`config.mk`:
```
export PLATFORM = sky130hd
export DESIGN_NAME = send_on_delta_report_filter
export DESIGN_NICKNAME = d
export VERILOG_FILES = /design/src/hw/rtl/sodrf_pkg.sv /design/src/hw/rtl/sodrf_soil_pct.sv /design/src/hw/rtl/sodrf_cfg_regs.sv /design/src/hw/rtl/sodrf_core.sv /design/src/hw/rtl/send_on_delta_report_filter.sv
export SDC_FILE = /design/constraint.sdc
export NUM_CORES = 1
export LEC_CHECK = 0
export ABC_AREA = 1
export BUFFER_PORTS_ARGS = -buffer_cell sky130_fd_sc_hd__buf_2
export CAP_MARGIN = 20
export CORE_UTILIZATION = 42
export CTS_BUF_LIST = sky130_fd_sc_hd__clkbuf_8
export CTS_CLUSTER_SIZE = 40
export DETAILED_ROUTE_END_ITERATION = 16
export HOLD_SLACK_MARGIN = 0.12
export MAX_ROUTING_LAYER = met4
export PLACE_DENSITY_LB_ADDON = 0.05
export SLEW_MARGIN = 20
export SYNTH_ARGS = -nofsm -noshare
export SYNTH_HDL_FRONTEND = slang
export SYNTH_SLANG_ARGS = --single-unit
```
`constraint.sdc`:
```
create_clock -name clk_i -period 6.9 [get_ports clk_i]
set_clock_uncertainty 0.05 [all_clocks]
set_input_delay 1.38 -clock clk_i [delete_from_list [all_inputs] [get_ports clk_i]]
set_output_delay 1.38 -clock clk_i [all_outputs]
set_load 0.03 [all_outputs]
```
`src/hw/rtl/sodrf_pkg.sv`:
```
package sodrf_pkg;

  // Field widths
  localparam int unsigned TempW  = 11;
  localparam int unsigned HumW   = 10;
  localparam int unsigned GasW   = 12;
  localparam int unsigned RawW   = 12;
  localparam int unsigned SoilW  = 7;
  localparam int unsigned IdleW  = 32;
  localparam int unsigned CmdW   = 2;
  localparam int unsigned CfgAddrW = 3;
  localparam int unsigned CfgDataW = 32;
  localparam int unsigned DiffW  = 13;

  // Stream payload widths
  localparam int unsigned InDataW  = 48;
  localparam int unsigned OutDataW = 40;

  // Command codes
  localparam logic [CmdW-1:0] CmdTick   = 2'd0;
  localparam logic [CmdW-1:0] CmdSample = 2'd1;
  localparam logic [CmdW-1:0] CmdSend   = 2'd2;

  // Register indexes
  localparam logic [CfgAddrW-1:0] RegTempThr = 3'd0;
  localparam logic [CfgAddrW-1:0] RegHumThr  = 3'd1;
  localparam logic [CfgAddrW-1:0] RegGasThr  = 3'd2;
  localparam logic [CfgAddrW-1:0] RegSoilThr = 3'd3;
  localparam logic [CfgAddrW-1:0] RegIdleLim = 3'd4;

  // Register reset values
  localparam logic [TempW-1:0] TempThrReset = 11'd5;
  localparam logic [HumW-1:0]  HumThrReset  = 10'd20;
  localparam logic [GasW-1:0]  GasThrReset  = 12'd50;
  localparam logic [SoilW-1:0] SoilThrReset = 7'd5;
  localparam logic [IdleW-1:0] IdleLimReset = 32'd300000;

  // Soil conversion constants
  localparam logic [RawW-1:0] RawMax = 12'd4095;

  typedef struct packed {
    logic [TempW-1:0] temp_threshold;
    logic [HumW-1:0]  hum_threshold;
    logic [GasW-1:0]  gas_threshold;
    logic [SoilW-1:0] soil_threshold;
    logic [IdleW-1:0] idle_limit;
  } cfg_t;

  // One registered input transaction, soil already in percent
  typedef struct packed {
    logic [CmdW-1:0]         command;
    logic signed [TempW-1:0] temp_tenths;
    logic [HumW-1:0]         hum_tenths;
    logic [GasW-1:0]         gas_raw;
    logic [SoilW-1:0]        soil_pct;
    logic                    reading_valid;
    logic                    sent_ok;
  } item_t;

  typedef struct packed {
    logic signed [TempW-1:0] report_temp;
    logic [HumW-1:0]         report_hum;
    logic [GasW-1:0]         report_gas;
    logic [SoilW-1:0]        report_soil_pct;
    logic                    heartbeat;
  } report_t;

  // Absolute difference of two signed values that fit in DiffW-1 bits.
  function automatic logic [DiffW-1:0] abs_diff(logic signed [DiffW-1:0] a,
                                                logic signed [DiffW-1:0] b);
    logic signed [DiffW-1:0] d;
    d = a - b;
    return d[DiffW-1] ? DiffW'(-d) : DiffW'(d);
  endfunction

endpackage

```
`src/hw/rtl/sodrf_soil_pct.sv`:
```
// Converts a raw soil reading to floor((4095 - raw) * 100 / 4095).
module sodrf_soil_pct (
  input  logic [sodrf_pkg::RawW-1:0]  raw_i,
  output logic [sodrf_pkg::SoilW-1:0] pct_o
);

  logic [sodrf_pkg::RawW-1:0]   wet;
  logic [18:0]                  prod;
  logic [sodrf_pkg::SoilW-1:0]  quo0;
  logic [12:0]                  rem;

  // Times 100 as shift-adds.
  assign wet  = sodrf_pkg::RawMax - raw_i;
  assign prod = ({7'd0, wet} << 6) + ({7'd0, wet} << 5) + ({7'd0, wet} << 2);

  // Divide by 4096 first, then correct by one: the remainder against 4095 is
  // the low twelve bits plus the first quotient, which stays below 2 * 4095.
  assign quo0 = prod[18:12];
  assign rem  = {1'b0, prod[11:0]} + {6'd0, quo0};
  assign pct_o = quo0 + ((rem >= 13'd4095) ? 7'd1 : 7'd0);

endmodule

```
`src/hw/rtl/sodrf_cfg_regs.sv`:
```
// Threshold and idle limit registers behind the plain write port.
module sodrf_cfg_regs (
  input  logic                           clk_i,
  input  logic                           rst_ni,
  input  logic                           cfg_we_i,
  input  logic [sodrf_pkg::CfgAddrW-1:0] cfg_addr_i,
  input  logic [sodrf_pkg::CfgDataW-1:0] cfg_wdata_i,
  output sodrf_pkg::cfg_t                cfg_o
);

  sodrf_pkg::cfg_t cfg_q;

  // Writes to indexes past the last register are dropped.
  always_ff @(posedge clk_i or negedge rst_ni) begin
    if (!rst_ni) begin
      cfg_q.temp_threshold <= sodrf_pkg::TempThrReset;
      cfg_q.hum_threshold  <= sodrf_pkg::HumThrReset;
      cfg_q.gas_threshold  <= sodrf_pkg::GasThrReset;
      cfg_q.soil_threshold <= sodrf_pkg::SoilThrReset;
      cfg_q.idle_limit     <= sodrf_pkg::IdleLimReset;
    end else if (cfg_we_i) begin
      case (cfg_addr_i)
        sodrf_pkg::RegTempThr: cfg_q.temp_threshold <= cfg_wdata_i[sodrf_pkg::TempW-1:0];
        sodrf_pkg::RegHumThr:  cfg_q.hum_threshold  <= cfg_wdata_i[sodrf_pkg::HumW-1:0];
        sodrf_pkg::RegGasThr:  cfg_q.gas_threshold  <= cfg_wdata_i[sodrf_pkg::GasW-1:0];
        sodrf_pkg::RegSoilThr: cfg_q.soil_threshold <= cfg_wdata_i[sodrf_pkg::SoilW-1:0];
        sodrf_pkg::RegIdleLim: cfg_q.idle_limit     <= cfg_wdata_i[sodrf_pkg::IdleW-1:0];
        default: ;
      endcase
    end
  end

  assign cfg_o = cfg_q;

endmodule

```
`src/hw/rtl/sodrf_core.sv`:
```
// Reference, pending sample and idle counter, and the report decision for
// the item held in the input register.
module sodrf_core (
  input  logic                clk_i,
  input  logic                rst_ni,
  input  sodrf_pkg::cfg_t     cfg_i,
  input  logic                item_valid_i,
  input  sodrf_pkg::item_t    item_i,
  input  logic                advance_i,
  output logic                report_o,
  output sodrf_pkg::report_t  result_o
);

  logic signed [sodrf_pkg::TempW-1:0] ref_temp_q, pend_temp_q;
  logic [sodrf_pkg::HumW-1:0]         ref_hum_q, pend_hum_q;
  logic [sodrf_pkg::GasW-1:0]         ref_gas_q, pend_gas_q;
  logic [sodrf_pkg::SoilW-1:0]        ref_soil_q, pend_soil_q;
  logic                               have_ref_q, pend_valid_q;
  logic [sodrf_pkg::IdleW-1:0]        idle_q;

  logic is_tick, is_sample, is_send, commit;
  logic heart, trig_temp, trig_hum, trig_gas, trig_soil;

  assign is_tick   = item_valid_i && (item_i.command == sodrf_pkg::CmdTick);
  assign is_sample = item_valid_i && (item_i.command == sodrf_pkg::CmdSample)
                     && item_i.reading_valid;
  assign is_send   = item_valid_i && (item_i.command == sodrf_pkg::CmdSend);
  assign commit    = is_send && pend_valid_q && item_i.sent_ok;

  // Change detection against the committed reference.
  assign heart = idle_q >= cfg_i.idle_limit;
  assign trig_temp = sodrf_pkg::abs_diff(
                       sodrf_pkg::DiffW'(item_i.temp_tenths),
                       sodrf_pkg::DiffW'(ref_temp_q))
                     >= {2'd0, cfg_i.temp_threshold};
  assign trig_hum  = sodrf_pkg::abs_diff(
                       {3'd0, item_i.hum_tenths}, {3'd0, ref_hum_q})
                     >= {3'd0, cfg_i.hum_threshold};
  assign trig_gas  = sodrf_pkg::abs_diff(
                       {1'b0, item_i.gas_raw}, {1'b0, ref_gas_q})
                     >= {1'b0, cfg_i.gas_threshold};
  assign trig_soil = sodrf_pkg::abs_diff(
                       {6'd0, item_i.soil_pct}, {6'd0, ref_soil_q})
                     >= {6'd0, cfg_i.soil_threshold};

  assign report_o = is_sample &&
                    (!have_ref_q || heart || trig_temp || trig_hum || trig_gas || trig_soil);

  assign result_o.report_temp     = item_i.temp_tenths;
  assign result_o.report_hum      = item_i.hum_tenths;
  assign result_o.report_gas      = item_i.gas_raw;
  assign result_o.report_soil_pct = item_i.soil_pct;
  assign result_o.heartbeat       = heart;

  // Control state: idle count, reference flag, pending flag.
  always_ff @(posedge clk_i or negedge rst_ni) begin
    if (!rst_ni) begin
      idle_q       <= '0;
      have_ref_q   <= 1'b0;
      pend_valid_q <= 1'b0;
    end else if (advance_i) begin
      if (is_tick && (idle_q != '1)) begin
        idle_q <= idle_q + 1'b1;
      end
      if (commit) begin
        idle_q     <= '0;
        have_ref_q <= 1'b1;
      end
      if (is_send) begin
        pend_valid_q <= 1'b0;
      end else if (report_o) begin
        pend_valid_q <= 1'b1;
      end
    end
  end

  // Reference and pending sample values.
  always_ff @(posedge clk_i or negedge rst_ni) begin
    if (!rst_ni) begin
      ref_temp_q  <= '0;
      ref_hum_q   <= '0;
      ref_gas_q   <= '0;
      ref_soil_q  <= '0;
      pend_temp_q <= '0;
      pend_hum_q  <= '0;
      pend_gas_q  <= '0;
      pend_soil_q <= '0;
    end else if (advance_i) begin
      if (commit) begin
        ref_temp_q <= pend_temp_q;
        ref_hum_q  <= pend_hum_q;
        ref_gas_q  <= pend_gas_q;
        ref_soil_q <= pend_soil_q;
      end
      if (report_o) begin
        pend_temp_q <= item_i.temp_tenths;
        pend_hum_q  <= item_i.hum_tenths;
        pend_gas_q  <= item_i.gas_raw;
        pend_soil_q <= item_i.soil_pct;
      end
    end
  end

endmodule

```
`src/hw/rtl/send_on_delta_report_filter.sv`:
```
// Send-on-delta report filter with heartbeat.
// Input stream: tuser carries the command (tick, sample, send outcome), tdata
// the readings and the two flags. Each accepted sample with good readings is
// compared with the last committed reference; it produces one report on the
// output stream when any reading moved by at least its threshold, when no
// reference exists, or when the idle tick count has reached the idle limit
// (tuser then flags a heartbeat). A successful send outcome commits the last
// report as the new reference and clears the idle count.
// Thresholds and the idle limit are written through the cfg port; the user
// must write them only while idle, which the block itself does not enforce.
// A report passes through the input register, then the result register,
// before it is valid on the output. Throughput is one transaction per cycle
// while no report is held up by a stalled output; ticks and send outcomes
// never wait on the output. Reset returns the configuration registers to
// their defaults, clears the valid flags and clears the reference.
// When the receiver stalls, a report waits in the result register and the
// input register keeps one more transaction; a further report then holds
// s_axis_tready low until the output drains.
module send_on_delta_report_filter (
  input  logic                           clk_i,
  input  logic                           rst_ni,
  // Configuration write port
  input  logic                           cfg_we_i,
  input  logic [sodrf_pkg::CfgAddrW-1:0] cfg_addr_i,
  input  logic [sodrf_pkg::CfgDataW-1:0] cfg_wdata_i,
  // Input stream
  input  logic                           s_axis_tvalid,
  output logic                           s_axis_tready,
  // tdata: temp_tenths[10:0], hum_tenths[20:11], gas_raw[32:21],
  //        soil_raw[44:33], reading_valid[45], sent_ok[46], zero[47]
  input  logic [sodrf_pkg::InDataW-1:0]  s_axis_tdata,
  // tuser: command[1:0]
  input  logic [sodrf_pkg::CmdW-1:0]     s_axis_tuser,
  // Output stream
  output logic                           m_axis_tvalid,
  input  logic                           m_axis_tready,
  // tdata: report_temp[10:0], report_hum[20:11], report_gas[32:21],
  //        report_soil_pct[39:33]
  output logic [sodrf_pkg::OutDataW-1:0] m_axis_tdata,
  // tuser: heartbeat[0]
  output logic                           m_axis_tuser
);

  sodrf_pkg::cfg_t    cfg;
  sodrf_pkg::item_t   item_d, item_q;
  sodrf_pkg::report_t result, out_q;
  logic               in_valid_q, out_valid_q;
  logic               report, out_free, in_adv, s_acc;
  logic [sodrf_pkg::SoilW-1:0] soil_pct;

  sodrf_cfg_regs u_cfg (
    .clk_i       (clk_i),
    .rst_ni      (rst_ni),
    .cfg_we_i    (cfg_we_i),
    .cfg_addr_i  (cfg_addr_i),
    .cfg_wdata_i (cfg_wdata_i),
    .cfg_o       (cfg)
  );

  // Soil percent is worked out ahead of the input register.
  sodrf_soil_pct u_soil (
    .raw_i (s_axis_tdata[44:33]),
    .pct_o (soil_pct)
  );

  assign item_d.command       = s_axis_tuser;
  assign item_d.temp_tenths   = s_axis_tdata[10:0];
  assign item_d.hum_tenths    = s_axis_tdata[20:11];
  assign item_d.gas_raw       = s_axis_tdata[32:21];
  assign item_d.soil_pct      = soil_pct;
  assign item_d.reading_valid = s_axis_tdata[45];
  assign item_d.sent_ok       = s_axis_tdata[46];

  sodrf_core u_core (
    .clk_i        (clk_i),
    .rst_ni       (rst_ni),
    .cfg_i        (cfg),
    .item_valid_i (in_valid_q),
    .item_i       (item_q),
    .advance_i    (in_adv),
    .report_o     (report),
    .result_o     (result)
  );

  // Handshake between the input register and the result register.
  assign out_free      = !out_valid_q || m_axis_tready;
  assign in_adv        = in_valid_q && (!report || out_free);
  assign s_axis_tready = !in_valid_q || in_adv;
  assign s_acc         = s_axis_tvalid && s_axis_tready;

  // Input register.
  always_ff @(posedge clk_i or negedge rst_ni) begin
    if (!rst_ni) begin
      in_valid_q <= 1'b0;
    end else if (s_axis_tready) begin
      in_valid_q <= s_axis_tvalid;
    end
  end

  always_ff @(posedge clk_i) begin
    if (s_acc) begin
      item_q <= item_d;
    end
  end

  // Result register.
  always_ff @(posedge clk_i or negedge rst_ni) begin
    if (!rst_ni) begin
      out_valid_q <= 1'b0;
    end else if (out_free) begin
      out_valid_q <= in_adv && report;
    end
  end

  always_ff @(posedge clk_i) begin
    if (in_adv && report) begin
      out_q <= result;
    end
  end

  assign m_axis_tvalid = out_valid_q;
  assign m_axis_tdata  = {out_q.report_soil_pct, out_q.report_gas,
                          out_q.report_hum, out_q.report_temp};
  assign m_axis_tuser  = out_q.heartbeat;

  // A held transaction is never dropped.
  a_in_hold: assert property (@(posedge clk_i) disable iff (!rst_ni)
    in_valid_q && !in_adv |=> in_valid_q)
    else $error("input transaction dropped while stalled");

  // A report cannot overwrite a stalled result.
  a_no_overwrite: assert property (@(posedge clk_i) disable iff (!rst_ni)
    in_valid_q && report && out_valid_q && !m_axis_tready |-> !in_adv)
    else $error("report overwrote a stalled result");

  // Every report that leaves the input register shows up on the output.
  a_report_out: assert property (@(posedge clk_i) disable iff (!rst_ni)
    in_adv && report |=> m_axis_tvalid)
    else $error("report lost on its way to the output");

  // An empty input register always takes a transaction.
  a_ready_empty: assert property (@(posedge clk_i) disable iff (!rst_ni)
    !in_valid_q |-> s_axis_tready)
    else $error("input stalled with an empty input register");

endmodule
```
== Yosys cells after proc, flatten, opt, wreduce, memory -nomap -nowiden ==
Index checks and enable logic that the tools add are counted.

* Register bits after elaboration: 273
* Bits in latches: 0
* Bits in writable memories: 0
* ROM bits: 0
* Output and inout bits: 43
* Logic and storage cells: 102
* Memories: 0

* Add/subtract/negate cells: 14
* Multiply operators: 0
* Divide/modulo/power cells: 0
* Order comparisons: 6
* Equality and inequality tests: 7
* Shift operators: 0
* Muxes and demuxes: 9
* Bitwise operators: 0
* Reduce and logical (&&, ||, !) cells: 36

{| class="wikitable"
|+ Operators by type and width
! kind !! number
|-
| $mux 32 || 2
|-
| $mux 13 || 4
|-
| $neg 13->13 || 4
|-
| $add 32x1->32 const B || 1
|-
| $ge 32x32->1 || 1
|-
| $ne 32x32->1 const B || 1
|-
| $add 18x17->19 || 1
|-
| $add 19x14->19 || 1
|-
| $reduce_and 2->1 || 9
|-
| $add 12x7->13 || 1
|-
| $ge 13x10->1 || 1
|-
| $ge 13x11->1 || 1
|-
| $ge 13x12->1 || 1
|-
| $ge 13x12->1 const B || 1
|-
| $ge 13x7->1 || 1
|-
| $sub 12x12->13 || 1
|-
| $sub 11x11->12 || 1
|-
| $sub 12x12->12 const A || 1
|-
| $logic_and 1x1->1 || 11
|-
| $sub 10x10->11 || 1
|-
| $logic_or 1x1->1 || 8
|-
| $sub 7x7->8 || 1
|-
| $add 7x1->7 || 1
|-
| $eq 3x2->1 const B || 2
|-
| other kinds (9) || 15
|}

== Logic depth before layout (Yosys ltp) ==
Gate-level depths: netlist (run 1).

* Depth after elaboration: 14
* Gate-level depth with buffers: 31
* Mapped depth without buffers: 30

== Cells and area by module ==
From an unflattened synthesis (run 1), not the netlist that was laid out.

* Cell total of the unflattened synthesis: 2147
* Area, all modules: 17264.1 um^2

{| class="wikitable"
|+ Modules (own cells, without submodules)
! module !! times used !! cells an instance !! area each (um^2)
|-
| sodrf_core || 1 || 1516 || 10346.2
|-
| sodrf_cfg_regs || 1 || 324 || 2912.8
|-
| send_on_delta_report_filter || 1 || 100 || 2665.1
|-
| sodrf_soil_pct || 1 || 207 || 1340.0
|}

== Least setup slack after synthesis (run 1) ==
No wires, ideal clock.

* Path type: input to register
* Start: input s_axis_tdata[33] in the netlist's numbering
* End: register item_q[8] in the netlist's numbering (data pin)
* Arrival: 5501 ps
* Setup slack: 1092 ps
* Stages: 27
* Buffers on the path: 0
* Cell sequence: inv_1 -> fa_1 -> ha_1 -> inv_1 -> fa_1 -> nor2_1 -> nor2_1 -> o221ai_1 -> xor2_1 -> ha_1 -> inv_1 -> fa_1 -> nor2_1 -> o21ai_0 -> nand2_1 -> o22ai_1 -> nor3b_1 -> nand2_1 -> a21oi_1 -> o2111ai_1 -> a21oi_1 -> ha_1 -> ha_1 -> nand2_1 -> nor2_1 -> nand3_1 -> xnor2_1

* Word-level cells in the longest chain between the ends: 7

{| class="wikitable"
|+ RTL lines
! item !! RTL line !! source
|-
| from (decl) || send_on_delta_report_filter.sv:31 || <nowiki>input logic [sodrf_pkg::InDataW-1:0] s_axis_tdata,</nowiki>
|-
| $sub 12x12->12 (*) || sodrf_soil_pct.sv:13 || <nowiki>assign wet = sodrf_pkg::RawMax - raw_i;</nowiki>
|-
| $add 18x17->19 || sodrf_soil_pct.sv:14 || <nowiki>assign prod = ({7'd0, wet} << 6) + ({7'd0, wet} << 5) + ({7'd0, wet} << 2);</nowiki>
|-
| $add 19x14->19 (*) || sodrf_soil_pct.sv:14 ||
|-
| $add 12x7->13 || sodrf_soil_pct.sv:19 || <nowiki>assign rem = {1'b0, prod[11:0]} + {6'd0, quo0};</nowiki>
|-
| $ge 13x12->1 || sodrf_soil_pct.sv:20 || <nowiki>assign pct_o = quo0 + ((rem >= 13'd4095) ? 7'd1 : 7'd0);</nowiki>
|-
| $mux 1 || sodrf_soil_pct.sv:20 ||
|-
| $add 7x1->7 (*) || sodrf_soil_pct.sv:20 ||
|-
| via soil_pct, one bit || send_on_delta_report_filter.sv:49 || <nowiki>logic [sodrf_pkg::SoilW-1:0] soil_pct;</nowiki>
|-
| to (signal assigned) || send_on_delta_report_filter.sv:102 || <nowiki>item_q <= item_d;</nowiki>
|-
| to (decl) || send_on_delta_report_filter.sv:45 || <nowiki>sodrf_pkg::item_t item_d, item_q;</nowiki>
|}

The timed path passes the listed nets; every way through them passes the cells marked *.
A chain may end at the register's enable or synchronous reset.

== Worst setup path after layout (run 1) ==
* Start: register item_q[21] in the netlist's numbering
* End: output s_axis_tready

* Word-level cells in the longest chain between the ends: 12

{| class="wikitable"
|+ RTL lines
! item !! RTL line !! source
|-
| $sub 10x10->11 (*) || sodrf_pkg.sv:72 || <nowiki>d = a - b;</nowiki>
|-
| $neg 13->13 || sodrf_pkg.sv:73 || <nowiki>return d[DiffW-1] ? DiffW'(-d) : DiffW'(d);</nowiki>
|-
| $mux 13 (*) || sodrf_pkg.sv:73 ||
|-
| $ge 13x10->1 (*) || sodrf_core.sv:38 || <nowiki>>= {3'd0, cfg_i.hum_threshold};</nowiki>
|-
| $logic_or 1x1->1 (*) (3 in a row) || sodrf_core.sv:47 || <nowiki>(!have_ref_q || heart || trig_temp || trig_hum || trig_gas || trig_soil);</nowiki>
|-
| $logic_and 1x1->1 (*) || sodrf_core.sv:46 || <nowiki>assign report_o = is_sample &&</nowiki>
|-
| $logic_not 1->1 (*) || send_on_delta_report_filter.sv:87 || <nowiki>assign in_adv = in_valid_q && (!report || out_free);</nowiki>
|-
| $logic_or 1x1->1 (*) || send_on_delta_report_filter.sv:87 ||
|-
| $logic_and 1x1->1 (*) || send_on_delta_report_filter.sv:87 ||
|-
| $logic_or 1x1->1 (*) || send_on_delta_report_filter.sv:88 || <nowiki>assign s_axis_tready = !in_valid_q || in_adv;</nowiki>
|-
| to (decl) || send_on_delta_report_filter.sv:28 || <nowiki>output logic s_axis_tready,</nowiki>
|}

Mark *: on every way between the ends. The rest lies on a longest branch, timed or not.

==> metrics.txt, run 1 <==
# TYPE chip_impl_metric gauge
chip_impl_info{name="status",value="finished, final reports clean"} 1
chip_impl_metric{name="synthToLayoutAreaGrowth",unit="%"} 13.0
chip_impl_metric{name="synthesis.area_per_instance",unit="um^2"} 8.34
chip_impl_metric{name="synth_edf_count",unit=""} 85
chip_impl_metric{name="finalSetupTns",unit="ps"} 0
chip_impl_metric{name="die-area",unit="mm^2"} 0.0398
chip_impl_metric{name="antenna_violating_nets_post_route",unit=""} 0
chip_impl_metric{name="maximum_resistive_drop_on_vdd",unit="uV"} 160
chip_impl_metric{name="cts-resized-gates",unit=""} 0
chip_impl_metric{name="clockBufferDepth",unit=""} 3
chip_impl_metric{name="final_nets",unit=""} 2355
chip_impl_info{name="worst_path_dominant_cell_family",value="simple AND/OR/NAND/NOR gates"} 1
chip_impl_metric{name="worstSkewPairLatency",unit="ps"} 620
chip_impl_metric{name="clock_buffer_count_from_cts",unit=""} 50
chip_impl_metric{name="postCtsSetupRepairBufs",unit=""} 0
chip_impl_metric{name="path_buf_inv",unit=""} 6
chip_impl_metric{name="place_hpwl",unit="um"} 28300
chip_impl_metric{name="port-buffer-count",unit=""} 131
chip_impl_metric{name="ctsHoldBuffers",unit=""} 0
chip_impl_info{name="grt_setup_unrepaired",value="no"} 1
chip_impl_metric{name="cp_data_required_time",unit="ps"} 5470
chip_impl_metric{name="wirelength_met1",unit="um"} 18300
chip_impl_metric{name="routed-wl-met2",unit="um"} 18800
chip_impl_metric{name="starting_density_of_the_core",unit=""} 0.431
chip_impl_metric{name="worst_setup_hold_path_clk_slew",unit="ps"} 60
chip_impl_metric{name="synth_area",unit="mm^2"} 0.0164
chip_impl_info{name="dr.max_layer_used",value="met4"} 1
chip_impl_metric{name="final_period_minus_worst_setup_slack",unit="ps"} 5930
chip_impl_metric{name="worst_ep_arrival_time",unit="ps"} 4500
chip_impl_metric{name="io_pins",unit=""} 133
chip_impl_metric{name="drt_iter0_markers",unit=""} 519
chip_impl_info{name="class_of_the_tightest_hold_or_removal_check",value="register to register"} 1
chip_impl_metric{name="hold_violations",unit=""} 0
chip_impl_metric{name="gr-usage-all-layers",unit=""} 0.213
chip_impl_metric{name="grt_antenna_before_repair",unit=""} 1
chip_impl_metric{name="grt_max_degree",unit=""} 100
chip_impl_info{name="slowest_stage",value="sky130_fd_sc_hd__fa_1"} 1
chip_impl_metric{name="cts.htree.levels",unit=""} 2
chip_impl_metric{name="critical-path-max-stage-delay",unit="ps"} 420
chip_impl_metric{name="slew_viol_final",unit=""} 0
chip_impl_info{name="cts_tree",value="done"} 1
chip_impl_metric{name="synth_nets",unit=""} 2209
chip_impl_metric{name="yosys_warnings",unit=""} 0
chip_impl_metric{name="grt_first_pass_wirelength",unit="um"} 64600
chip_impl_metric{name="power_per_unit_of_standard_cell_area",unit="mW/mm^2"} 355
chip_impl_metric{name="share_of_synthesized_area_occupied_by_flip_flops_and_latches",unit=""} 0.444
chip_impl_metric{name="power_leakage",unit="nW"} 9.32
chip_impl_metric{name="num_rows",unit=""} 71
chip_impl_metric{name="timing.fmax",unit="MHz"} 169
chip_impl_metric{name="grt.overflow.total",unit=""} 0
chip_impl_metric{name="grt_pass1_vias",unit=""} 12900
chip_impl_metric{name="remaining_drc_errors",unit=""} 0
chip_impl_metric{name="ys_async_sr_fraction",unit=""} 0.689
chip_impl_info{name="synthFlopType",value="sky130_fd_sc_hd__dfrtp_1"} 1
chip_impl_metric{name="wl",unit="um"} 39300
chip_impl_metric{name="drt_pre_antenna_iters",unit=""} 5
chip_impl_metric{name="post_route_cells_drive_above_1_share",unit=""} 0.122
chip_impl_metric{name="place.detailed.instances",unit=""} 2570
chip_impl_metric{name="cts.sink_count",unit=""} 273
chip_impl_metric{name="total_vias_in_the_final_route",unit=""} 13100
chip_impl_metric{name="gpl.final_weighted_congestion",unit=""} 0.844
chip_impl_metric{name="count_of_state_elements_after_synthesis",unit=""} 273
chip_impl_metric{name="avgViaCountPerCell",unit=""} 4.93
chip_impl_info{name="crit_type",value="register to primary output"} 1
chip_impl_metric{name="post-route-period-util",unit=""} 0.860
chip_impl_metric{name="core_area",unit="mm^2"} 0.0380
chip_impl_metric{name="max_slew_margin",unit=""} 0.411
chip_impl_metric{name="routedWlPerCell",unit="um"} 14.8
chip_impl_info{name="element_type_at_the_critical_path_start",value="register"} 1
chip_impl_metric{name="met3WireLength",unit="um"} 1540
chip_impl_metric{name="synthCells",unit=""} 1965
chip_impl_info{name="setup.worst_path.end_class",value="primary output"} 1
chip_impl_metric{name="die_height",unit="um"} 200
chip_impl_metric{name="critical_path.max_fanout",unit=""} 4
chip_impl_info{name="root_buffer",value="sky130_fd_sc_hd__clkbuf_8"} 1
chip_impl_metric{name="synth.distinct_cells",unit=""} 47
chip_impl_metric{name="max_slew.worst_pin.slew",unit="ps"} 884
chip_impl_metric{name="setup_violators_final",unit=""} 0
chip_impl_metric{name="die_w",unit="um"} 200
chip_impl_metric{name="fin_cells",unit=""} 2664
chip_impl_metric{name="cap_violations",unit=""} 0
routing by layer:
layer	track usage	vias up
li1	-	6747
met1	0.267	6141
met2	0.355	202
met3	0.0376	45
met4	0.0506	0
met5	-	-
cell type report:
class                           instances  area, um^2
Sequential cell                       273        7280
Multi-Input combinational cell       1326        7680
Tap cell                              511         639
Antenna cell                            1        2.50
Clock inverter                         38         214
Fill cell                            3810       19500
Timing Repair Buffer                  143         754
Clock buffer                           55         757
Inverter                              317        1190
Yosys cell counts, drive strengths merged, types with 2 or more instances:
| master | number | area [um^2] |
|---|---|---|
| buf | 14 | 126 |
| o21ai | 149 | 783 |
| dfstp | 17 | 447 |
| ha | 140 | 1750 |
| a21o | 6 | 45.0 |
| or2 | 6 | 37.5 |
| a31oi | 7 | 43.8 |
| fa | 14 | 280 |
| o21bai | 5 | 37.5 |
| nor2 | 125 | 484 |
| dfrtp | 171 | 4280 |
| xnor2 | 22 | 193 |
| o31ai | 6 | 45.0 |
| nand2 | 497 | 1880 |
| nand4 | 88 | 563 |
| nor4 | 5 | 37.5 |
| a21oi | 92 | 464 |
| a211oi | 2 | 15.0 |
| inv | 316 | 1190 |
| o211ai | 4 | 30.0 |
| clkbuf | 35 | 131 |
| edfxtp | 85 | 2550 |
| xor2 | 34 | 298 |
| nand3b | 6 | 45.0 |
| nand3 | 87 | 448 |
| o2111ai | 2 | 17.5 |
| nor3b | 2 | 15.0 |
| nor3 | 21 | 105 |
layout by cell type, fill, tap and decap left out, drive strengths merged, types with 56 or more instances in the layout:
cell type,n
nand2,497
inv,334
dfrtp,171
o21ai,149
buf,142
ha,140
nor2,125
a21oi,92
nand4,88
nand3,87
edfxtp,85
clkbuf,56
logic make-up (layout without fill, tap and decap cells):
logic type / count (synthesis) / in the layout / share of synthesized area
flops: 273 / 273 / 0.444
fa+ha+maj: 154 / 154 / 0.124
compound gates: 276 / 276 / 0.0919
simple gates: 840 / 840 / 0.222
xor+xnor: 56 / 56 / 0.0299
buf+inv: 366 / 553 / 0.0884
other cells: 0 / 1 / 0
metrics by stage:
step	hold WS [ps]	utilization	area [um^2]	power, W	worst slack (ps)
floorplan	373	-	16400	0.00444	1090
global placement	390	0.461	17500	0.00505	455
detailed placement	393	0.461	17500	0.00512	347
CTS	409	0.487	18500	0.00668	879
global route	435	0.487	18500	0.00727	465
finish	404	0.487	18500	0.00657	966
tightest hold or removal path: cells and delay by family, from the launching register on:
family / cells / cell delay [ps]
flip-flops: 1 / 320
AND/OR/NAND/NOR: 1 / 60
buffers and inverters: 1 / 40
path summary, 6_finish.rpt:
path	from	end	slack (ps)	cells past startpoint
min in group asynchronous	rst_ni	u_cfg.cfg_o[27]	770	1
setup reg to reg	item_q[21]	m_axis_tdata[3]	1850	27
max in group asynchronous	rst_ni	u_core.idle_q[9]	4850	2
hold / removal	u_core.have_ref_q	u_core.have_ref_q	400	2
hold reg to reg	u_core.have_ref_q	u_core.have_ref_q	400	2
setup / recovery	item_q[21]	s_axis_tready	970	25
flip-flops by register name (all words and copies together), names as in the netlist:
register             count
m_axis_tdata            40
m_axis_tvalid            1
u_cfg.cfg_o             72
item_q                  44
u_core.pend_soil_q       7
u_core.pend_temp_q      11
u_core.idle_q           32
u_core.pend_gas_q       12
u_core.ref_gas_q        12
u_core.pend_hum_q       10
m_axis_tuser             1
u_core.have_ref_q        1
u_core.ref_soil_q        7
u_core.pend_valid_q      1
u_core.ref_temp_q       11
u_core.ref_hum_q        10
in_valid_q               1
power by group:
part	switching, W	leakage [nW]	internal [W]
logic	0.00178	5.59	0.00111
clock network	0.000701	0.561	0.000808
registers	0.000159	3.16	0.00201
Power figures use the tool's default switching activity.
==> run 2: changes to the inputs <==
--- a/config.mk
+++ b/config.mk
@@ -8,7 +8,7 @@
 export ABC_AREA = 1
 export BUFFER_PORTS_ARGS = -buffer_cell sky130_fd_sc_hd__buf_2
 export CAP_MARGIN = 20
-export CORE_UTILIZATION = 42
+export CORE_UTILIZATION = 30
 export CTS_BUF_LIST = sky130_fd_sc_hd__clkbuf_8
 export CTS_CLUSTER_SIZE = 40
 export DETAILED_ROUTE_END_ITERATION = 16
==> run 2 against run 1 <==
First-iteration DRC count is 31% higher. Setup slack lost 200 ps. Critical path depth is 4 lower. Clock power rose by 9%. Design area rose by 1.9%. Worst hold slack worse by 3.1 ps. Power rose by 2.9%. Global-route usage down 5.1 points. Non-clock buffer count down 1. Die area increased by 40%.
==> metrics.txt, run 2 (synthesis results as in run 1) <==
# TYPE chip_impl_metric gauge
chip_impl_metric{name="largest_register_ff_count",unit=""} 72
chip_impl_metric{name="cap_violations",unit=""} 0
chip_impl_metric{name="avgViaCountPerCell",unit=""} 4.60
chip_impl_info{name="layout_commonest_cell",value="sky130_fd_sc_hd__nand2_1"} 1
chip_impl_metric{name="die_w",unit="um"} 236
chip_impl_metric{name="critical-path-max-stage-delay",unit="ps"} 450
chip_impl_metric{name="max_slew.worst_pin.slew",unit="ps"} 1000
chip_impl_metric{name="remaining_drc_errors",unit=""} 0
chip_impl_metric{name="power_per_unit_of_standard_cell_area",unit="mW/mm^2"} 358
chip_impl_metric{name="power.internal",unit="W"} 0.00404
chip_impl_metric{name="grt.overflow.total",unit=""} 0
chip_impl_metric{name="clock_buffer_count_from_cts",unit=""} 55
chip_impl_metric{name="cts.htree.levels",unit=""} 2
chip_impl_metric{name="postCtsSetupRepairBufs",unit=""} 0
chip_impl_metric{name="grt_first_pass_wirelength",unit="um"} 69600
chip_impl_info{name="class_of_the_tightest_hold_or_removal_check",value="register to register"} 1
chip_impl_metric{name="setup_violators_final",unit=""} 0
chip_impl_metric{name="post-route-period-util",unit=""} 0.890
chip_impl_metric{name="num_rows",unit=""} 85
chip_impl_metric{name="drt_pre_antenna_iters",unit=""} 5
chip_impl_info{name="worst_setup_ep",value="s_axis_tready"} 1
chip_impl_info{name="crit_type",value="register to primary output"} 1
chip_impl_metric{name="synthToLayoutAreaGrowth",unit="%"} 15.2
chip_impl_metric{name="antenna_violating_nets_post_route",unit=""} 0
chip_impl_metric{name="maximum_resistive_drop_on_vdd",unit="uV"} 115
chip_impl_info{name="crit_path_start",value="item_q[9]"} 1
chip_impl_metric{name="max_slew_margin",unit=""} 0.333
chip_impl_metric{name="worst_ep_arrival_time",unit="ps"} 4710
chip_impl_metric{name="power.combinational.fraction",unit=""} 0.434
chip_impl_info{name="cts_tree",value="done"} 1
chip_impl_metric{name="grt_pass1_vias",unit=""} 13000
chip_impl_metric{name="io_pins",unit=""} 133
chip_impl_metric{name="gpl.final_weighted_congestion",unit=""} 0.773
chip_impl_info{name="grt_setup_unrepaired",value="no"} 1
chip_impl_metric{name="rrSetupSlack",unit="ps"} 1800
chip_impl_metric{name="net_switching_power",unit="W"} 0.00272
chip_impl_metric{name="die-area",unit="mm^2"} 0.0556
chip_impl_info{name="layout.cells.most_common_list",value="sky130_fd_sc_hd__nand2_1, sky130_fd_sc_hd__inv_1, sky130_fd_sc_hd__dfrtp_1"} 1
chip_impl_info{name="r2r_start",value="item_q[9]"} 1
chip_impl_metric{name="core_area",unit="mm^2"} 0.0539
chip_impl_metric{name="starting_density_of_the_core",unit=""} 0.304
chip_impl_metric{name="port-buffer-count",unit=""} 131
chip_impl_metric{name="cts.sink_count",unit=""} 273
chip_impl_metric{name="share_clk_of_total_power",unit=""} 0.245
chip_impl_metric{name="total_vias_in_the_final_route",unit=""} 13200
chip_impl_metric{name="timing.fmax",unit="MHz"} 163
chip_impl_metric{name="die_height",unit="um"} 236
chip_impl_metric{name="place_hpwl",unit="um"} 30400
chip_impl_metric{name="wl",unit="um"} 42700
chip_impl_metric{name="worst_setup_hold_path_clk_slew",unit="ps"} 60
chip_impl_info{name="setup.worst_path.end_class",value="primary output"} 1
chip_impl_metric{name="gr-usage-all-layers",unit=""} 0.161
chip_impl_info{name="path_cells",value="inv_1, ha_1, inv_1, fa_1, xnor2_1, nand3_1, nor2_1, nand4_1, nor3b_1, nand4_1, nand2_1, xor2_1, ha_1, nor4_1, nand2_1, nor2_1, nand3_1, nor2_1, nand4_2, nand3_1, buf_2"} 1
chip_impl_metric{name="ctsHoldBuffers",unit=""} 0
chip_impl_metric{name="clockBufferDepth",unit=""} 3
chip_impl_metric{name="cts-resized-gates",unit=""} 0
chip_impl_metric{name="worst-r2r-cell-count",unit=""} 22
chip_impl_info{name="element_type_at_the_critical_path_start",value="register"} 1
chip_impl_metric{name="seqPwrFrac",unit=""} 0.321
chip_impl_info{name="root_buffer",value="sky130_fd_sc_hd__clkbuf_8"} 1
chip_impl_info{name="worstReg2RegEnd",value="item_q[21]"} 1
chip_impl_metric{name="grt_antenna_before_repair",unit=""} 0
chip_impl_metric{name="critical_path.max_fanout",unit=""} 4
chip_impl_metric{name="worstSkewPairLatency",unit="ps"} 650
chip_impl_metric{name="hold_violations",unit=""} 0
chip_impl_metric{name="final_nets",unit=""} 2359
chip_impl_metric{name="grt_max_degree",unit=""} 146
chip_impl_metric{name="hold_ws",unit="ps"} 401
chip_impl_metric{name="netSwitchingFraction",unit=""} 0.403
chip_impl_metric{name="drt_iter0_markers",unit=""} 680
chip_impl_metric{name="finalSetupTns",unit="ps"} 0
chip_impl_metric{name="routedWlPerCell",unit="um"} 14.9
chip_impl_metric{name="final_period_minus_worst_setup_slack",unit="ps"} 6140
chip_impl_info{name="status",value="finished, final reports clean"} 1
chip_impl_metric{name="slew_viol_final",unit=""} 0
chip_impl_metric{name="post_route_cells_drive_above_1_share",unit=""} 0.125
chip_impl_metric{name="power_leakage",unit="nW"} 9.39
chip_impl_info{name="slowest_stage",value="sky130_fd_sc_hd__edfxtp_1"} 1
chip_impl_metric{name="cp_data_required_time",unit="ps"} 5470
## run 2: worst min path at each step
stage / slack, ps / to / cells past startpoint / from
final: 400 / u_core.have_ref_q / 2 / u_core.have_ref_q
after global routing: 430 / u_core.have_ref_q / 2 / u_core.have_ref_q
after CTS: 410 / u_core.ref_hum_q[1] / 2 / u_core.pend_hum_q[1]
after detailed placement: 400 / u_core.have_ref_q / 2 / u_core.have_ref_q
after global placement: 390 / u_core.have_ref_q / 2 / u_core.have_ref_q
after floorplan: 370 / u_core.have_ref_q / 2 / u_core.have_ref_q
## run 2: per-layer routing
metal,vias to the layer above,GRT usage,share of wire
li1,6766,-,-
met1,6122,0.215,0.49
met2,205,0.252,0.45
met3,60,0.0308,0.040
met4,0,0.0402,0.018
met5,-,-,0
## run 2: power groups by stage
stage                     combinational, W  sequential [W]  clock [W]
after global placement             0.00291         0.00220          0
after detailed placement           0.00298         0.00220          0
after floorplan                    0.00227         0.00217          0
after CTS                          0.00300         0.00218    0.00174
final                              0.00293         0.00217    0.00165
after global routing               0.00346         0.00221    0.00181
## run 2: layout make-up
class | instances | area, um^2
Tap cell | 696 | 871
Clock buffer | 63 | 867
Timing Repair Buffer | 142 | 759
Fill cell | 5705 | 35000
Antenna cell | 1 | 2.50
Clock inverter | 40 | 226
Multi-Input combinational cell | 1326 | 7680
Inverter | 317 | 1190
Sequential cell | 273 | 7280
## run 2: critical path: cells and delay by family, from the launching register on
family                     cells  cell delay, ps
xor gates and xnor gates       2             390
and+or+nand+nor               13            1960
DFF                            1             450
adders and majority gates      3             810
buffers and inverters          3             440
## run 2: through the flow
| step | cells | setup WS (ps) | utilization | instance area [um^2] | power (W) |
|---|---|---|---|---|---|
| after floorplan | 1965 | 1090 | - | 16400 | 0.00444 |
| after global placement | 2754 | 447 | 0.330 | 17800 | 0.00511 |
| after detailed placement | 2754 | 347 | 0.330 | 17800 | 0.00518 |
| after CTS | 2857 | 628 | 0.350 | 18900 | 0.00691 |
| after global routing | 2857 | 287 | 0.350 | 18900 | 0.00748 |
| final | 2858 | 762 | 0.350 | 18900 | 0.00676 |
==> run 3: changes to the inputs <==
--- a/config.mk
+++ b/config.mk
@@ -6,7 +6,7 @@
 export NUM_CORES = 1
 export LEC_CHECK = 0
 export ABC_AREA = 1
-export BUFFER_PORTS_ARGS = -buffer_cell sky130_fd_sc_hd__buf_2
+export BUFFER_PORTS_ARGS = -buffer_cell sky130_fd_sc_hd__clkbuf_2
 export CAP_MARGIN = 20
 export CORE_UTILIZATION = 30
 export CTS_BUF_LIST = sky130_fd_sc_hd__clkbuf_8
==> run 3 against run 2 <==
Fmax is 1.5% lower. Power is 2.1% higher. Critical endpoint unchanged. Wire length is 0.31% lower. Sequential power hardly changed. Setup slack worse by 93 ps. Register-to-register slack worse by 370 ps. Design area is 0.48% higher. Cell count hardly changed. First-iteration DRC count is 9.3% lower. Worst hold slack better by 8.9 ps. Sequential share of layout area is 0.19 points lower. Die area stayed put. Largest cell class unchanged.
==> metrics.txt, run 3 (synthesis results as in run 1) <==
# TYPE chip_impl_metric gauge
chip_impl_info{name="status",value="finished, final reports clean"} 1
chip_impl_metric{name="port-buffer-count",unit=""} 131
chip_impl_metric{name="seqPwrFrac",unit=""} 0.315
chip_impl_metric{name="drt_iter0_markers",unit=""} 617
chip_impl_metric{name="largest_register_ff_count",unit=""} 72
chip_impl_metric{name="clockBufferDepth",unit=""} 3
chip_impl_metric{name="slew_viol_final",unit=""} 0
chip_impl_info{name="grt_busiest_layer",value="met2"} 1
chip_impl_metric{name="num_rows",unit=""} 85
chip_impl_metric{name="post-route-period-util",unit=""} 0.903
chip_impl_metric{name="postCtsSetupRepairBufs",unit=""} 0
chip_impl_metric{name="power.combinational.fraction",unit=""} 0.424
chip_impl_metric{name="final_nets",unit=""} 2358
chip_impl_metric{name="final_period_minus_worst_setup_slack",unit="ps"} 6230
chip_impl_metric{name="drt_pre_antenna_iters",unit=""} 5
chip_impl_info{name="root_buffer",value="sky130_fd_sc_hd__clkbuf_8"} 1
chip_impl_metric{name="worstSkewPairLatency",unit="ps"} 650
chip_impl_metric{name="routedWlPerCell",unit="um"} 14.9
chip_impl_metric{name="groute.layer.met1.usage",unit=""} 0.213
chip_impl_metric{name="gr-usage-all-layers",unit=""} 0.161
chip_impl_metric{name="met2_track_demand_over_resource",unit=""} 0.255
chip_impl_metric{name="grt_antenna_before_repair",unit=""} 0
chip_impl_metric{name="finalSetupTns",unit="ps"} 0
chip_impl_metric{name="cap_violations",unit=""} 0
chip_impl_metric{name="critical_path.max_fanout",unit=""} 4
chip_impl_metric{name="starting_density_of_the_core",unit=""} 0.304
chip_impl_metric{name="place_hpwl",unit="um"} 30300
chip_impl_metric{name="worst_ep_arrival_time",unit="ps"} 4800
chip_impl_metric{name="die-area",unit="mm^2"} 0.0556
chip_impl_metric{name="max_slew.worst_pin.slew",unit="ps"} 1030
chip_impl_metric{name="avgViaCountPerCell",unit=""} 4.58
chip_impl_info{name="layout_commonest_cell",value="sky130_fd_sc_hd__nand2_1"} 1
chip_impl_metric{name="io_pins",unit=""} 133
chip_impl_info{name="cts_tree",value="done"} 1
chip_impl_metric{name="hold_violations",unit=""} 0
chip_impl_metric{name="die_height",unit="um"} 236
chip_impl_metric{name="cts.sink_count",unit=""} 273
chip_impl_metric{name="grt_max_degree",unit=""} 143
chip_impl_metric{name="setup_violators_final",unit=""} 0
chip_impl_metric{name="synthToLayoutAreaGrowth",unit="%"} 15.7
chip_impl_info{name="grt_setup_unrepaired",value="no"} 1
chip_impl_metric{name="cp_data_required_time",unit="ps"} 5470
chip_impl_metric{name="die_w",unit="um"} 236
chip_impl_metric{name="timing.fmax",unit="MHz"} 160
chip_impl_metric{name="netSwitchingFraction",unit=""} 0.397
chip_impl_metric{name="worst_setup_hold_path_clk_slew",unit="ps"} 60
chip_impl_metric{name="core_area",unit="mm^2"} 0.0539
chip_impl_metric{name="diodes",unit=""} 0
chip_impl_metric{name="maximum_resistive_drop_on_vdd",unit="uV"} 180
chip_impl_info{name="layout.cells.most_common_list",value="sky130_fd_sc_hd__nand2_1, sky130_fd_sc_hd__inv_1, sky130_fd_sc_hd__dfrtp_1"} 1
chip_impl_metric{name="total_vias_in_the_final_route",unit=""} 13100
chip_impl_metric{name="net_switching_power",unit="W"} 0.00274
chip_impl_metric{name="grt_pass1_vias",unit=""} 12900
chip_impl_metric{name="cts-resized-gates",unit=""} 0
chip_impl_metric{name="power_leakage",unit="nW"} 9.43
chip_impl_metric{name="clock_buffer_count_from_cts",unit=""} 55
chip_impl_metric{name="hold_ws",unit="ps"} 410
chip_impl_metric{name="max_slew_margin",unit=""} 0.315
chip_impl_metric{name="cts.htree.levels",unit=""} 2
chip_impl_metric{name="ctsHoldBuffers",unit=""} 0
chip_impl_metric{name="power.internal",unit="W"} 0.00416
chip_impl_metric{name="gpl.final_weighted_congestion",unit=""} 0.783
chip_impl_metric{name="grt.overflow.total",unit=""} 0
chip_impl_info{name="class_of_the_tightest_hold_or_removal_check",value="register to register"} 1
chip_impl_metric{name="remaining_drc_errors",unit=""} 0
chip_impl_metric{name="antenna_violating_nets_post_route",unit=""} 0
chip_impl_info{name="crit_type",value="register to primary output"} 1
chip_impl_info{name="element_type_at_the_critical_path_start",value="register"} 1
chip_impl_metric{name="wl",unit="um"} 42600
chip_impl_metric{name="grt_first_pass_wirelength",unit="um"} 69400
chip_impl_metric{name="power_per_unit_of_standard_cell_area",unit="mW/mm^2"} 364
chip_impl_info{name="setup.worst_path.end_class",value="primary output"} 1
chip_impl_metric{name="post_route_cells_drive_above_1_share",unit=""} 0.130
chip_impl_metric{name="grt_util_met3",unit=""} 0.0263
chip_impl_metric{name="share_clk_of_total_power",unit=""} 0.261
==> run 3: changes by cell type in the layout (fill, tap and decap cells not counted) <==
cell and change:
sky130_fd_sc_hd__bufinv_16 +2, sky130_fd_sc_hd__buf_2 -130, sky130_fd_sc_hd__clkinv_1 +2, sky130_fd_sc_hd__clkbuf_2 +130
sky130_fd_sc_hd__inv_1 -13, sky130_fd_sc_hd__clkinv_2 +7, sky130_fd_sc_hd__buf_4 -1, sky130_fd_sc_hd__clkinvlp_4 -1
sky130_fd_sc_hd__diode_2 -1, sky130_fd_sc_hd__clkbuf_8 +4
==> run 3: metrics by stage <==
step / setup WS [ps] / power (W) / instances / util / instance area, um^2
floorplan: 1090 / 0.00444 / 1965 / - / 16400
global placement: 423 / 0.00511 / 2753 / 0.329 / 17800
detailed placement: 362 / 0.00517 / 2753 / 0.329 / 17800
CTS: 537 / 0.00705 / 2857 / 0.352 / 19000
global route: 244 / 0.00764 / 2857 / 0.352 / 19000
finish: 668 / 0.00690 / 2857 / 0.352 / 19000
==> run 3: final cells by class <==
type                    count  area, um^2
repair buffers            141         752
flip-flops and latches    273        7280
fillers                  5616       35000
inverters                 317        1190
clock buffers              67         922
clock inverters            37         273
well taps                 696         871
multi-input cells        1326        7680
==> run 3: final timing paths <==
path                              startpoint                    to  slack, ps  depth (start not counted)
max                               item_q[21]         s_axis_tready        670                         25
min                        u_core.have_ref_q     u_core.have_ref_q        410                          2
max reg2reg                       item_q[21]       m_axis_tdata[1]       1430                         27
min reg2reg                u_core.have_ref_q     u_core.have_ref_q        410                          2
max in group asynchronous             rst_ni  u_core.ref_temp_q[8]       4990                          2
min in group asynchronous             rst_ni        u_cfg.cfg_o[3]        620                          1
==> run 3: per-layer routing <==
layer,routed length (um),share of wire,up-vias
li1,-,-,6761
met3,1380,0.032,51
met4,756,0.018,0
met5,0,0,-
met2,19400,0.46,196
met1,21000,0.49,6075
==> run 3: critical path, cell delays in order (launching register included) <==
cell,delay [ps]
sky130_fd_sc_hd__edfxtp_1,430
sky130_fd_sc_hd__inv_1,70
sky130_fd_sc_hd__ha_1,190
sky130_fd_sc_hd__inv_1,120
sky130_fd_sc_hd__fa_1,430
sky130_fd_sc_hd__inv_1,100
sky130_fd_sc_hd__ha_1,150
sky130_fd_sc_hd__inv_1,50
sky130_fd_sc_hd__a21oi_1,110
sky130_fd_sc_hd__nand3_1,100
sky130_fd_sc_hd__nor2_1,140
sky130_fd_sc_hd__nand3_1,110
sky130_fd_sc_hd__o21ai_0,200
sky130_fd_sc_hd__xor2_1,160
sky130_fd_sc_hd__inv_1,60
sky130_fd_sc_hd__ha_1,300
sky130_fd_sc_hd__nand4_1,100
sky130_fd_sc_hd__nor3_1,60
sky130_fd_sc_hd__nor3_1,130
sky130_fd_sc_hd__nand3_1,100
sky130_fd_sc_hd__nand2_1,90
sky130_fd_sc_hd__nand3_1,80
sky130_fd_sc_hd__nor2_1,120
sky130_fd_sc_hd__nand4_2,170
sky130_fd_sc_hd__nand3_1,310
sky130_fd_sc_hd__clkbuf_2,270
==> run 3: power by group through the flow <==
stage / logic, W / registers [W] / clock network (W)
2_1_floorplan: 0.00227 / 0.00217 / 0
3_3_place_gp: 0.00292 / 0.00220 / 0
3_5_place_dp: 0.00297 / 0.00220 / 0
4_1_cts: 0.00299 / 0.00217 / 0.00189
5_1_grt: 0.00348 / 0.00221 / 0.00196
6_report: 0.00293 / 0.00217 / 0.00180
